$ cat config.mk
export PLATFORM = sky130hd
export DESIGN_NAME = ohm_cell
export DESIGN_NICKNAME = d
export VERILOG_FILES = /design/src/hdl/ohm_pkg.sv /design/src/hdl/ohm_cell.sv
export SDC_FILE = /design/constraint.sdc
export NUM_CORES = 1
export LEC_CHECK = 0
export BUFFER_PORTS_ARGS = -buffer_cell sky130_fd_sc_hd__buf_2
export CAP_MARGIN = 25
export CORE_ASPECT_RATIO = 1.25
export CORE_MARGIN = 8
export CORE_UTILIZATION = 45
export CTS_BUF_LIST = sky130_fd_sc_hd__clkbuf_8
export DETAILED_ROUTE_END_ITERATION = 8
export PLACE_DENSITY_LB_ADDON = 0.05
export SLEW_MARGIN = 25
export SYNTH_ARGS = -nofsm -noshare
export SYNTH_HDL_FRONTEND = slang
export SYNTH_SLANG_ARGS = --single-unit
$ cat constraint.sdc
create_clock -name clk -period 6.3 [get_ports clk]
set_input_delay 0 -clock clk [delete_from_list [all_inputs] [get_ports clk]]
set_output_delay 0 -clock clk [all_outputs]
set_load 0.01 [all_outputs]
$ cat src/hdl/ohm_pkg.sv
// ----------------------------------------------------------------------------
// ohm_pkg: shared types and constants of the ordered hash map engine
// sizes, op and status codes, controller states, control words between units
// ----------------------------------------------------------------------------
package ohm_pkg;

	localparam int ENTRIES     = 64;
	localparam int SLOTS       = 128;
	localparam int PROBE_LIMIT = SLOTS + 16;

	localparam int IDX_W  = $clog2(ENTRIES);
	localparam int CNT_W  = $clog2(ENTRIES + 1);
	localparam int SLOT_W = $clog2(SLOTS);
	localparam int STEP_W = $clog2(PROBE_LIMIT);

	localparam int KEY_W     = 64;
	localparam int HASH_W    = 32;
	localparam int VAL_W     = 64;
	localparam int PERTURB_W = 64;
	localparam int OP_W      = 2;
	localparam int STATUS_W  = 3;
	localparam int CFG_IDX_W = 1;
	localparam int SHIFT     = 5;

	typedef enum logic [OP_W-1:0] {
		OP_INSERT = 2'd0,
		OP_LOOKUP = 2'd1,
		OP_CLEAR  = 2'd2
	} op_t;

	typedef enum logic [STATUS_W-1:0] {
		ST_INSERTED = 3'd0,
		ST_UPDATED  = 3'd1,
		ST_FOUND    = 3'd2,
		ST_DEFAULT  = 3'd3,
		ST_KEY_ERR  = 3'd4,
		ST_FULL     = 3'd5
	} status_t;

	typedef enum logic [CFG_IDX_W-1:0] {
		CFG_DEFAULT_ENABLE = 1'b0,
		CFG_DEFAULT_VALUE  = 1'b1
	} cfg_idx_t;

	typedef enum logic [1:0] {
		S_IDLE,
		S_MATCH,
		S_REDUCE,
		S_DECIDE
	} state_t;

	typedef struct packed {
		logic              clear;
		logic              update;
		logic              append;
		logic [KEY_W-1:0]  req_key;
		logic [HASH_W-1:0] req_hash;
		logic [VAL_W-1:0]  wr_value;
		logic              wr_given;
	} cell_ctl_t;

	typedef struct packed {
		logic              start;
		logic              claim;
		logic              clear;
		logic [HASH_W-1:0] hash;
	} probe_ctl_t;

	typedef struct packed {
		logic              done;
		logic              empty;
		logic [SLOT_W-1:0] slot;
	} probe_sts_t;

endpackage

$ cat src/hdl/ohm_cell.sv
// ----------------------------------------------------------------------------
// ohm_cell: one entry of the insertion-ordered entry row
// holds key, hash and optional value; compares against the request; the
// occupancy bit is taken from the left neighbor so appends land in order
// ----------------------------------------------------------------------------
module ohm_cell (
	input  logic                        clk,
	input  logic                        arst_n,
	input  ohm_pkg::cell_ctl_t          ctl,
	input  logic                        live_prev,
	output logic                        live,
	output logic                        hit,
	output logic [ohm_pkg::VAL_W-1:0]   shown
);

	logic                        live_q;
	logic                        hit_q;
	logic [ohm_pkg::KEY_W-1:0]   key_q;
	logic [ohm_pkg::HASH_W-1:0]  hash_q;
	logic [ohm_pkg::VAL_W-1:0]   value_q;
	logic                        given_q;
	logic                        take;

	assign take = ctl.append && live_prev && !live_q;

	always_ff @(posedge clk or negedge arst_n) begin
		if (!arst_n) begin
			live_q <= 1'b0;
			hit_q  <= 1'b0;
		end else begin
			hit_q <= live_q && (key_q == ctl.req_key) && (hash_q == ctl.req_hash);
			if (ctl.clear) begin
				live_q <= 1'b0;
			end else if (take) begin
				live_q <= 1'b1;
			end
		end
	end

	always_ff @(posedge clk) begin
		if (take) begin
			key_q   <= ctl.req_key;
			hash_q  <= ctl.req_hash;
			value_q <= ctl.wr_given ? ctl.wr_value : '0;
			given_q <= ctl.wr_given;
		end else if (ctl.update && hit_q) begin
			value_q <= ctl.wr_given ? ctl.wr_value : '0;
			given_q <= ctl.wr_given;
		end
	end

	assign live  = live_q;
	assign hit   = hit_q;
	assign shown = given_q ? value_q : key_q;

endmodule

==> impl_metrics.tcl <==
set metrics [dict create \
    dieArea_mm2 0.0205 \
    required_ns 6.30 \
    setup_slack_ns 3.89 \
    ir_drop_mv 0.158 \
    drv_cap 0 \
    finalNonFillerCells 1111 \
    end_kind "primary output" \
    leakage_nw 4.20 \
    grt_pass1_vias 6032 \
    path_cells "buf_4 -> mux2_2 -> buf_2" \
    synth_seq_cells 163 \
    hold_end "hash_q[23]" \
    synth_area_per_cell_um2 15.3 \
    antenna_found_initial 0 \
    syn_area_mm2 0.00728 \
    slew_viol_final 0 \
    cp_slowest_cell "edfxtp_1" \
    rsz0062_at_grt "no" \
    synth_flop_cell "edfxtp_1" \
    rows 52 \
    min_from "ctl[88]" \
    die_w_um 130 \
    cts_inserted_buffers 17 \
    r2r_end "value_q[24]" \
    overflow 0 \
    syn_inst 476 \
    grt_pass1_wl_mm 31.6 \
    fin_area_mm2 0.0108 \
    place_inst 914 \
    crit_arrival_ns 2.41 \
    rrSetupSlack_ns 4.07 \
    cts.sinks 163 \
    port_buffers 232 \
    holdWs_ns 0.289 \
    finalCritPeriodShare_pct 38.3 \
    synth.area.top_cells "edfxtp_1 66%, mux2_2 9.6%, xnor2_1 8.1%, and2_1 5.5%, nand4_1 1.4%" \
    layout-drive-gt1-share_pct 36.9 \
    grt_max_degree 66 \
    hp-class "primary input to register" \
    min_period_ns 2.41 \
    yosysSeqAreaShare_pct 67.1 \
    synthArstFlopShare_pct 1.23 \
    rr_worst_depth 3 \
    synth_top_cell_by_area "edfxtp_1" \
    max_freq_ghz 0.415 \
    grt_usage_pct 20.4 \
    syn2layout_area_growth_pct 48.0 \
    critPathKind "register to primary output" \
    synth_fp_nets 643 \
    root_buffer "clkbuf_8" \
    crit_fanout 43 \
    placed_cell_area_mm2 0.00870 \
    nNetsFinal 1049 \
    io_pins 233 \
    routedWlPerCell_um 18.3 \
    pre_cts_ws_ns 4.02 \
    worstReg2RegStart "live" \
    via_per_inst 4.81 \
    path_buf_inv 2 \
    layout_commonest_cell "buf_2" \
    worst_pin_slew_ns 0.954 \
    die_h_um 158 \
    cts_tree "built" \
    drc_errors 0 \
    status "completed" \
    clk_pin_slew_ns 0.09 \
    hold_viol 0 \
    startpoint_type "register" \
    relSlewSlack_pct 36.4 \
    drt-initial-drc-count 247 \
    cts_buffer_depth 2 \
    setup-tns-final_ns 0 \
    min_path_cells 2 \
    start_util_pct 45.5 \
    skew_ns 0.00990 \
    nFillCells 1193 \
    insertion_delay_ns 0.44 \
    dr_total_vias 5344 \
    p_per_area_mw_per_mm2 226 \
    ys_warn_count 0 \
    critPathMaxStageDelay_ns 0.79 \
    synth_enable_flop_cells 161 \
    antenna_left 0 \
    drtPass1Iterations 5 \
    setup_violations 0 \
    routed_wl_mm 20.4 \
    utilization_pct 67.4 \
    finalPower_mw 2.43 \
    synth.distinct_cells 31 \
    dp_hpwl_mm 14.0 \
    gp_congestion 0.805 \
    layout_common_cells "232 x buf_2, 164 x dlygate4sd3_1, 161 x edfxtp_1" \
    critPathTopFamily "flip-flops" \
    coreArea_mm2 0.0160 \
    antennaDiodeCount 0 \
    synth_top_cell_area_share_pct 66.4 \
    h-tree-depth 4 \
]
[sequential cells by signal, indices dropped and copies added (netlist names)]
name / flops
key_q: 64
value_q: 64
hash_q: 32
given_q: 1
hit: 1
live: 1
[routing by layer]
layer / part of all wire [%] / vias to the layer above / GRT usage, %
li1: - / 2556 / -
met4: 1.2 / 0 / 6.32
met3: 7.4 / 16 / 5.63
met2: 50 / 179 / 34.7
met1: 41 / 2593 / 24.5
met5: 0 / - / 0
[worst max path at each step]
stage | end | cells after the start | slack (ns) | from
floorplan | given_q | 2 | 1.51 | live
global placement | shown[23] | 3 | 4.06 | given_q
detailed placement | shown[23] | 3 | 4.02 | given_q
CTS | shown[23] | 3 | 3.50 | given_q
global route | shown[23] | 3 | 3.75 | given_q
finish | shown[7] | 3 | 3.89 | given_q
[cell type report]
cell class / count / area (um^2) / area share, %
Sequential cell: 163 / 4880 / 45.3
Timing Repair Buffer: 400 / 2840 / 26.3
Multi-Input combinational cell: 280 / 2280 / 21.2
Tap cell: 216 / 270 / 2.51
Clock buffer: 17 / 234 / 2.17
Clock inverter: 15 / 196 / 1.82
Inverter: 20 / 75.1 / 0.696
[where the power goes]
| part | internal (mW) | leakage (nW) | switching, mW |
|---|---|---|---|
| logic | 0.190 | 2.43 | 0.141 |
| clock network | 0.462 | 0.224 | 0.371 |
| registers | 1.25 | 1.54 | 0.0235 |
| total | 1.90 | 4.20 | 0.535 |
[what timing repair did]
action,CTS,global route
endpoints found under the setup margin,0,0
hold buffers,164,0
setup buffers,0,0
resized for setup,0,0
endpoints found under the hold margin,164,0
[Yosys cell counts (4+ instances only)]
cell type and number:
a2111o_1 5, and2_1 64, buf_2 4, clkbuf_1 9, edfxtp_1 161, inv_1 18, mux2_2 62, nand2_1 8
nand2b_1 8, nand4_1 16, nor2b_1 15, nor4_1 7, o22ai_1 5, xnor2_1 67
[kinds of logic (layout without fill, tap and decap cells)]
kind of cell,after synthesis,after routing,share of synthesized area [%]
flip-flops,163,163,67.1
AND/OR/NAND/NOR,126,126,10.6
buffers and inverters,33,452,1.77
XOR/XNOR,68,68,8.18
multiplexers,62,62,9.59
AO/OA/AOI/OAI,24,24,2.80
No activity file was read; power rests on OpenSTA's default activity.
