--- config.mk ---
export PLATFORM = sky130hd
export DESIGN_NAME = ohm_prober
export DESIGN_NICKNAME = d
export VERILOG_FILES = /design/src/hdl/ohm_pkg.sv /design/src/hdl/ohm_prober.sv
export SDC_FILE = /design/constraint.sdc
export NUM_CORES = 1
export LEC_CHECK = 0
export ABC_AREA = 1
export BUFFER_PORTS_ARGS = -buffer_cell sky130_fd_sc_hd__buf_2
export CAP_MARGIN = 30
export CORE_ASPECT_RATIO = 1.4
export CORE_MARGIN = 3
export CORE_UTILIZATION = 64
export CTS_BUF_LIST = sky130_fd_sc_hd__clkbuf_4 sky130_fd_sc_hd__clkbuf_8
export DETAILED_ROUTE_END_ITERATION = 10
export HOLD_SLACK_MARGIN = 0.06
export PLACE_DENSITY_LB_ADDON = 0.25
export SLEW_MARGIN = 20
export SYNTH_ARGS = -nofsm -noshare
export SYNTH_HDL_FRONTEND = slang
export SYNTH_SLANG_ARGS = --single-unit
--- constraint.sdc ---
create_clock -name clk -period 3.8 [get_ports clk]
set_input_delay 0.76 -clock clk [delete_from_list [all_inputs] [get_ports clk]]
set_output_delay 0.76 -clock clk [all_outputs]
set_load 0.05 [all_outputs]
--- src/hdl/ohm_pkg.sv ---
// ----------------------------------------------------------------------------
// ohm_pkg: shared types and constants of the ordered hash map engine
// sizes, op and status codes, controller states, control words between units
// ----------------------------------------------------------------------------
package ohm_pkg;

	localparam int ENTRIES     = 64;
	localparam int SLOTS       = 128;
	localparam int PROBE_LIMIT = SLOTS + 16;

	localparam int IDX_W  = $clog2(ENTRIES);
	localparam int CNT_W  = $clog2(ENTRIES + 1);
	localparam int SLOT_W = $clog2(SLOTS);
	localparam int STEP_W = $clog2(PROBE_LIMIT);

	localparam int KEY_W     = 64;
	localparam int HASH_W    = 32;
	localparam int VAL_W     = 64;
	localparam int PERTURB_W = 64;
	localparam int OP_W      = 2;
	localparam int STATUS_W  = 3;
	localparam int CFG_IDX_W = 1;
	localparam int SHIFT     = 5;

	typedef enum logic [OP_W-1:0] {
		OP_INSERT = 2'd0,
		OP_LOOKUP = 2'd1,
		OP_CLEAR  = 2'd2
	} op_t;

	typedef enum logic [STATUS_W-1:0] {
		ST_INSERTED = 3'd0,
		ST_UPDATED  = 3'd1,
		ST_FOUND    = 3'd2,
		ST_DEFAULT  = 3'd3,
		ST_KEY_ERR  = 3'd4,
		ST_FULL     = 3'd5
	} status_t;

	typedef enum logic [CFG_IDX_W-1:0] {
		CFG_DEFAULT_ENABLE = 1'b0,
		CFG_DEFAULT_VALUE  = 1'b1
	} cfg_idx_t;

	typedef enum logic [1:0] {
		S_IDLE,
		S_MATCH,
		S_REDUCE,
		S_DECIDE
	} state_t;

	typedef struct packed {
		logic              clear;
		logic              update;
		logic              append;
		logic [KEY_W-1:0]  req_key;
		logic [HASH_W-1:0] req_hash;
		logic [VAL_W-1:0]  wr_value;
		logic              wr_given;
	} cell_ctl_t;

	typedef struct packed {
		logic              start;
		logic              claim;
		logic              clear;
		logic [HASH_W-1:0] hash;
	} probe_ctl_t;

	typedef struct packed {
		logic              done;
		logic              empty;
		logic [SLOT_W-1:0] slot;
	} probe_sts_t;

endpackage

--- src/hdl/ohm_prober.sv ---
// ----------------------------------------------------------------------------
// ohm_prober: slot occupancy and open-addressing probe walker
// one slot checked per cycle until an empty slot or the step limit
// ----------------------------------------------------------------------------
module ohm_prober (
	input  logic                 clk,
	input  logic                 arst_n,
	input  ohm_pkg::probe_ctl_t  ctl,
	output ohm_pkg::probe_sts_t  sts
);

	logic [ohm_pkg::SLOTS-1:0]      used_q;
	logic [ohm_pkg::SLOT_W-1:0]     slot_q;
	logic [ohm_pkg::PERTURB_W-1:0]  perturb_q;
	logic [ohm_pkg::STEP_W-1:0]     steps_q;
	logic                           busy_q;
	logic                           empty_q;
	logic [ohm_pkg::PERTURB_W-1:0]  perturb_next;
	logic [ohm_pkg::SLOT_W-1:0]     slot_x5;
	logic [ohm_pkg::SLOT_W-1:0]     slot_next;

	assign perturb_next = perturb_q >> ohm_pkg::SHIFT;
	assign slot_x5      = (slot_q << 2) + slot_q;
	assign slot_next    = slot_x5 + perturb_next[ohm_pkg::SLOT_W-1:0] + ohm_pkg::SLOT_W'(1);

	always_ff @(posedge clk or negedge arst_n) begin
		if (!arst_n) begin
			used_q  <= '0;
			busy_q  <= 1'b0;
			empty_q <= 1'b0;
		end else begin
			if (ctl.clear) begin
				used_q <= '0;
			end else if (ctl.claim) begin
				used_q[slot_q] <= 1'b1;
			end
			if (ctl.start) begin
				busy_q  <= 1'b1;
				empty_q <= 1'b0;
			end else if (busy_q) begin
				if (!used_q[slot_q]) begin
					busy_q  <= 1'b0;
					empty_q <= 1'b1;
				end else if (steps_q == ohm_pkg::STEP_W'(ohm_pkg::PROBE_LIMIT - 1)) begin
					busy_q  <= 1'b0;
				end
			end
		end
	end

	always_ff @(posedge clk) begin
		if (ctl.start) begin
			slot_q    <= ctl.hash[ohm_pkg::SLOT_W-1:0];
			perturb_q <= {{(ohm_pkg::PERTURB_W - ohm_pkg::HASH_W){ctl.hash[ohm_pkg::HASH_W-1]}},
				ctl.hash};
			steps_q   <= '0;
		end else if (busy_q && used_q[slot_q]) begin
			slot_q    <= slot_next;
			perturb_q <= perturb_next;
			steps_q   <= steps_q + ohm_pkg::STEP_W'(1);
		end
	end

	assign sts.done  = !busy_q;
	assign sts.empty = empty_q;
	assign sts.slot  = slot_q;

endmodule
==> impl_metrics.toml, run 1 <==
[timing]
fmax_mhz = 307.6
period_share = 0.8555
maxSlewViolCount = 0
fin_skew_ps = 16.05
period_minus_slack_ps = 3251
fin_setup_tns_ps = 0
finalSetupViolCount = 0
hold_viol_final = 0
rsz0062_at_grt = "false"
relSlewSlack = 0.4579
worst_pin_slew_ps = 808.8

[run]
maxCapViolCount = 0

[detailed_routing]
vias = 7389
wirelength_um = 20760
drc = 0
ant_nets = 0
drt_first_pass_iters = 5
wl_per_cell_um = 15.79
drt-vias-per-instance = 5.619
drtIter0Drc = 823

[placement]
post-place-cells = 1282
dp_hpwl_um = 13470
port_buffers = 45
place_area_mm2 = 0.009099
gp_congestion = 0.9184

[setup_path]
reg2reg_to = "slot_q[0]"
critPathKind = "flip-flop to flip-flop"
cp_slowest_cell = "edfxtp_1"
worstPathArrival_ps = 3390
reg2reg_depth = 13
path_cells = "buf_4, nor2_2, nand3_1, nand2_1, o21ai_0, nand2_1, nor2_1, nor2_1, nor2_1, nand2_1, nand2_2, nand2_1, buf_12"
crit_top_cell = "nand2_1"
cp-endpoint = "slot_q[0]"
r2r_start = "slot_q[2]"
r2r_setup_slack_ps = 550
start_kind = "flip-flop"
critical_path.max_fanout = 40
max_stage_delay_ps = 530
crit_start = "slot_q[2]"
worstPathRequired_ps = 3940
critPathCaptureType = "flip-flop"

[clock_tree]
cts_tree = "built"
clock-root-buffer = "clkbuf_8"
cts.path.max_buffers = 2
htreeDepth = 4
insertion_delay_ps = 450
post_cts_resized = 0
cts.sinks = 178
hold_buffers = 0
clkTransAtPathRegs_ps = 90
post_cts.repair.setup_buffers = 0
numCtsBuffers = 17

[yosys]
syn_inst = 1092
yosys_register_bits = 178
seq_area_frac_synth = 0.5298
muxShareOfSynthArea = 0
yosysTopAreaCell = "dfrtp_1"
synth_edf_count = 40
ys.warnings.count = 0
synth_xor_area_frac = 0.01006
synth_most_common_cell = "nand2_1"
synth_flop_cell = "dfrtp_1"
synth_cell_types = 34
syn_area_per_cell_um2 = 7.976
syn_area_mm2 = 0.008710
synthAdderAreaFrac = 0.02299
synth_nets = 1142
synth_top_family_by_area = "simple AND/OR/NAND/NOR gates"
synth_compound_area_frac = 0.1044
synth_top_area_frac = 0.3735
synth-simple-area-share = 0.2586
ys_top_cells_by_area = "dfrtp_1 (37%), nand2_1 (18%), edfxtp_1 (14%), a21oi_1 (8.0%), nor2_1 (4.4%)"
async_flop_share = 0.7303
ys_top_cells_by_count = "nand2_1 (410), a21oi_1 (139), dfrtp_1 (130)"

[pwr]
p_per_area_mw_per_mm2 = 561.3
power_uw = 5358
leakage_uw = 0.004588
vdd_drop_max_uv = 514.8

[cells_and_area]
layout.cells.non_filler = 1315
final_cell_area_mm2 = 0.009545
diodes = 0
nets = 1174
area_growth_pct = 9.596
drive_above_1_share = 0.09938

[global_routing]
grt_max_degree = 89
grt_pass1_vias = 7223
grt_util_all_layers = 0.2892
overflow = 0
grt_pass1_wl_um = 34880
grt_antenna_before_repair = 0

[floorplanning]
core_mm2 = 0.01306
pin_count = 46
dieArea_mm2 = 0.01506
initial_core_util = 0.6670
die_x_um = 104.6
die_h_um = 144.0
rows = 49

[status]
status = "complete, no violations"

[worst_hold_path]
hp-class = "input pin to async pin"
layout make-up:
cell class / instances / area (um2)
Sequential cell: 178 / 4614
Tap cell: 178 / 222.7
Clock inverter: 14 / 177.7
Fill cell: 1044 / 3513
Timing Repair Buffer: 68 / 473.0
Inverter: 94 / 357.8
Clock buffer: 18 / 241.5
Multi-Input combinational cell: 765 / 3458
state kept, by name, summed over array words and instances (netlist names):
signal     cells
empty_q        1
perturb_q     33
busy_q         1
used_q       128
steps_q        8
slot_q         7
power by group:
group,internal [uW],total (uW),switching (uW)
sequential,2140,2270,133
clock,667,1360,696
combinational,474,1720,1250
logic make-up after synthesis:
family	Yosys count
XOR/XNOR	10
flip-flops	178
AO/OA/AOI/OAI	177
buffers and inverters	149
adder cells (fa/ha/maj)	13
AND/OR/NAND/NOR	565
worst min path at each step:
stage / from / end / slack (ps) / cells after the start
3_3_place_gp: used_q[99] / used_q[99] / 470 / 2
5_1_grt: arst_n / used_q[44] / 160 / 1
4_1_cts: arst_n / used_q[45] / 450 / 1
6_report: arst_n / used_q[44] / 160 / 1
2_1_floorplan: steps_q[4] / steps_q[4] / 450 / 2
3_5_place_dp: steps_q[3] / steps_q[3] / 480 / 2
per-stage QoR:
stage,util,setup WS (ps),hold slack (ps)
6_report,0.7310,548.9,159.8
5_1_grt,0.7310,331.5,157.1
4_1_cts,0.7288,633.6,453.6
3_5_place_dp,0.6968,654.5,477.9
3_3_place_gp,0.6968,640.7,472.9
2_1_floorplan,-,617.3,454.2
metal layers:
metal  wire length, um  vias to the layer above  track usage
met5                 0                        -            0
met4               773                        0       0.1341
met3              1382                       70      0.05315
met2             10490                      308       0.4949
met1              8115                     3504       0.3615
li1                  -                     3507            -
critical path, delay by kind of cell (launching register included):
family,cells,cell delay [ps]
AO/OA/AOI/OAI,1,100
buffers and inverters,2,510
flip-flops,1,530
AND/OR/NAND/NOR,10,1760
cell usage in the layout (no fill, tap or decap), types with 5 or more instances in the layout:
cell type / count
a21oi_1: 139
buf_2: 43
buf_4: 20
clkbuf_8: 17
dfrtp_1: 130
dfxtp_1: 8
edfxtp_1: 40
fa_1: 5
ha_1: 8
inv_1: 90
nand2_1: 410
nand3_1: 36
nor2_1: 103
o211ai_1: 7
o21ai_0: 21
o21ai_1: 7
xor2_1: 6
(Power assumes the default switching activity.)
==> run 2, diff against run 1 <==
--- a/config.mk
+++ b/config.mk
@@ -5,16 +5,16 @@
 export SDC_FILE = /design/constraint.sdc
 export NUM_CORES = 1
 export LEC_CHECK = 0
-export ABC_AREA = 1
 export BUFFER_PORTS_ARGS = -buffer_cell sky130_fd_sc_hd__buf_2
 export CAP_MARGIN = 30
 export CORE_ASPECT_RATIO = 1.4
 export CORE_MARGIN = 3
-export CORE_UTILIZATION = 64
+export CORE_UTILIZATION = 63
 export CTS_BUF_LIST = sky130_fd_sc_hd__clkbuf_4 sky130_fd_sc_hd__clkbuf_8
 export DETAILED_ROUTE_END_ITERATION = 10
 export HOLD_SLACK_MARGIN = 0.06
 export PLACE_DENSITY_LB_ADDON = 0.25
+export REMOVE_ABC_BUFFERS = 1
 export SLEW_MARGIN = 20
 export SYNTH_ARGS = -nofsm -noshare
 export SYNTH_HDL_FRONTEND = slang
==> run 2 against run 1 <==
Sequential power is 8.8% higher. Sequential share of layout area is 1.6 points higher. Total power is 17% higher. Hold slack worse by 8.0 ps. Final cell count is 24% lower. Core utilization is 1.7 points lower. Combinational power is 46% higher.
==> impl_metrics.toml, run 2 <==
[timing]
fin_skew_ps = 18.42
rsz0062_at_grt = "false"
finalSetupViolCount = 0
hold_viol_final = 0
period_minus_slack_ps = 3140
fmax_mhz = 318.4
fin_setup_tns_ps = 0
relSlewSlack = 0.3730
layout_setup_ws_ps = 659.6
worst_pin_slew_ps = 933.3
maxSlewViolCount = 0
period_share = 0.8264

[yosys]
ys_top_cells_by_count = "nor2_1 (154), a21oi_1 (139), dfrtp_1 (130)"
yosysTopAreaCell = "dfrtp_1"
synth_top_area_frac = 0.3862
yosys_register_bits = 178
syn_area_mm2 = 0.008423
syn_area_per_cell_um2 = 10.94
synth_cell_types = 65
ys.warnings.count = 0
synth_flop_cell = "dfrtp_1"
synth_edf_count = 40
synth_most_common_cell = "nor2_1"
async_flop_share = 0.7303
seq_area_frac_synth = 0.5478
ys_top_cells_by_area = "dfrtp_1 (39%), edfxtp_1 (14%), a21oi_1 (8.3%), nor2_1 (6.9%), mux4_1 (4.1%)"
syn_inst = 770

[clock_tree]
clock-root-buffer = "clkbuf_8"
hold_buffers = 0
insertion_delay_ps = 460
cts.path.max_buffers = 2
htreeDepth = 4
numCtsBuffers = 17
post_cts_resized = 0
post_cts.repair.setup_buffers = 0
cts.sinks = 178
clkTransAtPathRegs_ps = 100
cts_tree = "built"

[floorplanning]
core_mm2 = 0.01294
rows = 49
pin_count = 46
die_h_um = 142.8
initial_core_util = 0.6511
dieArea_mm2 = 0.01481
die_x_um = 103.7

[global_routing]
overflow = 0
grt_max_degree = 116
grt_pass1_vias = 6282
grt_pass1_wl_um = 31730
grt_util_all_layers = 0.2726
grt_antenna_before_repair = 0

[cells_and_area]
diodes = 0
nets = 859
layout_commonest_cell = "nor2_1"
area_growth_pct = 9.655
final_cell_mix = "nor2_1 (154), a21oi_1 (139), dfrtp_1 (130)"
top_register = "used_q"
top_regs = "used_q: 128 flops, perturb_q: 33 flops, steps_q: 8 flops"
drive_above_1_share = 0.1837
largest_reg_flops = 128

[setup_path]
start_kind = "flip-flop"
worstPathArrival_ps = 3340
reg2reg_depth = 9
worstPathRequired_ps = 4000
reg2reg_to = "slot_q[3]"
critPathCaptureType = "flip-flop"
r2r_start = "slot_q[1]"
r2r_setup_slack_ps = 660
critPathKind = "flip-flop to flip-flop"
critical_path.max_fanout = 44

[detailed_routing]
drt_first_pass_iters = 6
drc = 0
drt-vias-per-instance = 6.216
wirelength_um = 19360
drtIter0Drc = 548
ant_nets = 0
wl_per_cell_um = 19.36
vias = 6216

[status]
status = "complete, no violations"

[placement]
port_buffers = 45
gp_congestion = 0.9359
dp_slack_ps = 510.6
dp_hpwl_um = 12790

[run]
maxCapViolCount = 0

[worst_hold_path]
hp-class = "input pin to async pin"

[pwr]
p_per_area_mw_per_mm2 = 676.8
leakage_uw = 0.004125
vdd_drop_max_uv = 508.6
-- run 2: cell types whose count changed after synthesis, moves of 11 or more --
| cell | before | now |
|---|---|---|
| mux4_1 | 0 | 13 |
| nand2_1 | 410 | 45 |
| mux2_2 | 0 | 27 |
| nand3_1 | 36 | 1 |
| buf_2 | 20 | 9 |
| nor2_1 | 103 | 154 |
| inv_1 | 90 | 21 |
| nand2b_1 | 0 | 12 |
-- run 2: worst max-delay path by stage --
stage	slack (ps)	startpoint	to	cells after the start
after floorplan	-280	slot_q[1]	perturb_q[10]	7
after global placement	600	slot_q[1]	slot_q[1]	8
after detailed placement	510	slot_q[1]	perturb_q[27]	8
after CTS	460	slot_q[1]	slot_q[4]	8
after global routing	570	slot_q[1]	slot_q[3]	9
final	660	slot_q[1]	slot_q[3]	9
-- run 2: worst max-delay path, cell delays in order, from the launching register on --
cell,delay (ps)
edfxtp_1,390
buf_12,260
mux4_1,580
mux2_2,280
o22ai_1,160
a211o_1,170
o211a_4,240
a21oi_2,110
or2_2,400
buf_12,210
-- run 2: where the power goes --
part           switching (uW)  total, uW  internal (uW)
sequential                204       2470           2270
clock                     725       1270            548
combinational            1580       2510            923
total                    2510       6250           3740
-- run 2: per-layer routing --
metal	up-vias	track usage	wire length [um]
met3	65	0.04839	1215
met4	0	0.1345	779
met1	3057	0.3468	7644
met2	299	0.4586	9719
met5	-	0	0
li1	2795	-	-
-- run 2: final cells by class --
| cell class | instances | area [um2] |
|---|---|---|
| sequential | 178 | 4614 |
| fill | 909 | 3700 |
| multi-input combinational | 522 | 3465 |
| timing repair buffer | 69 | 473.0 |
| clock buffer | 18 | 241.5 |
| tap | 178 | 222.7 |
| clock inverter | 14 | 141.4 |
| inverter | 21 | 78.83 |
-- run 2: cells by family after synthesis --
logic type,count (synthesis),share of synthesized area
compound gates,196,0.1417
xor+xnor,7,0.007279
buf+inv,70,0.04204
flops,178,0.5478
mux,62,0.1142
simple gates,244,0.1231
fa+ha+maj,13,0.02377
-- run 2: per-stage QoR --
| step | instances | power [uW] | hold WS (ps) | util | area (um2) |
|---|---|---|---|---|---|
| after CTS | 999 | 6234 | 142.7 | 0.7124 | 9216 |
| final | 1000 | 6251 | 151.9 | 0.7140 | 9236 |
| after global routing | 1000 | 6607 | 147.1 | 0.7140 | 9236 |
| after floorplan | 721 | 4145 | 454.3 | - | 8148 |
| after global placement | 966 | 4894 | 468.6 | 0.6813 | 8813 |
| after detailed placement | 967 | 4970 | 478.6 | 0.6829 | 8833 |
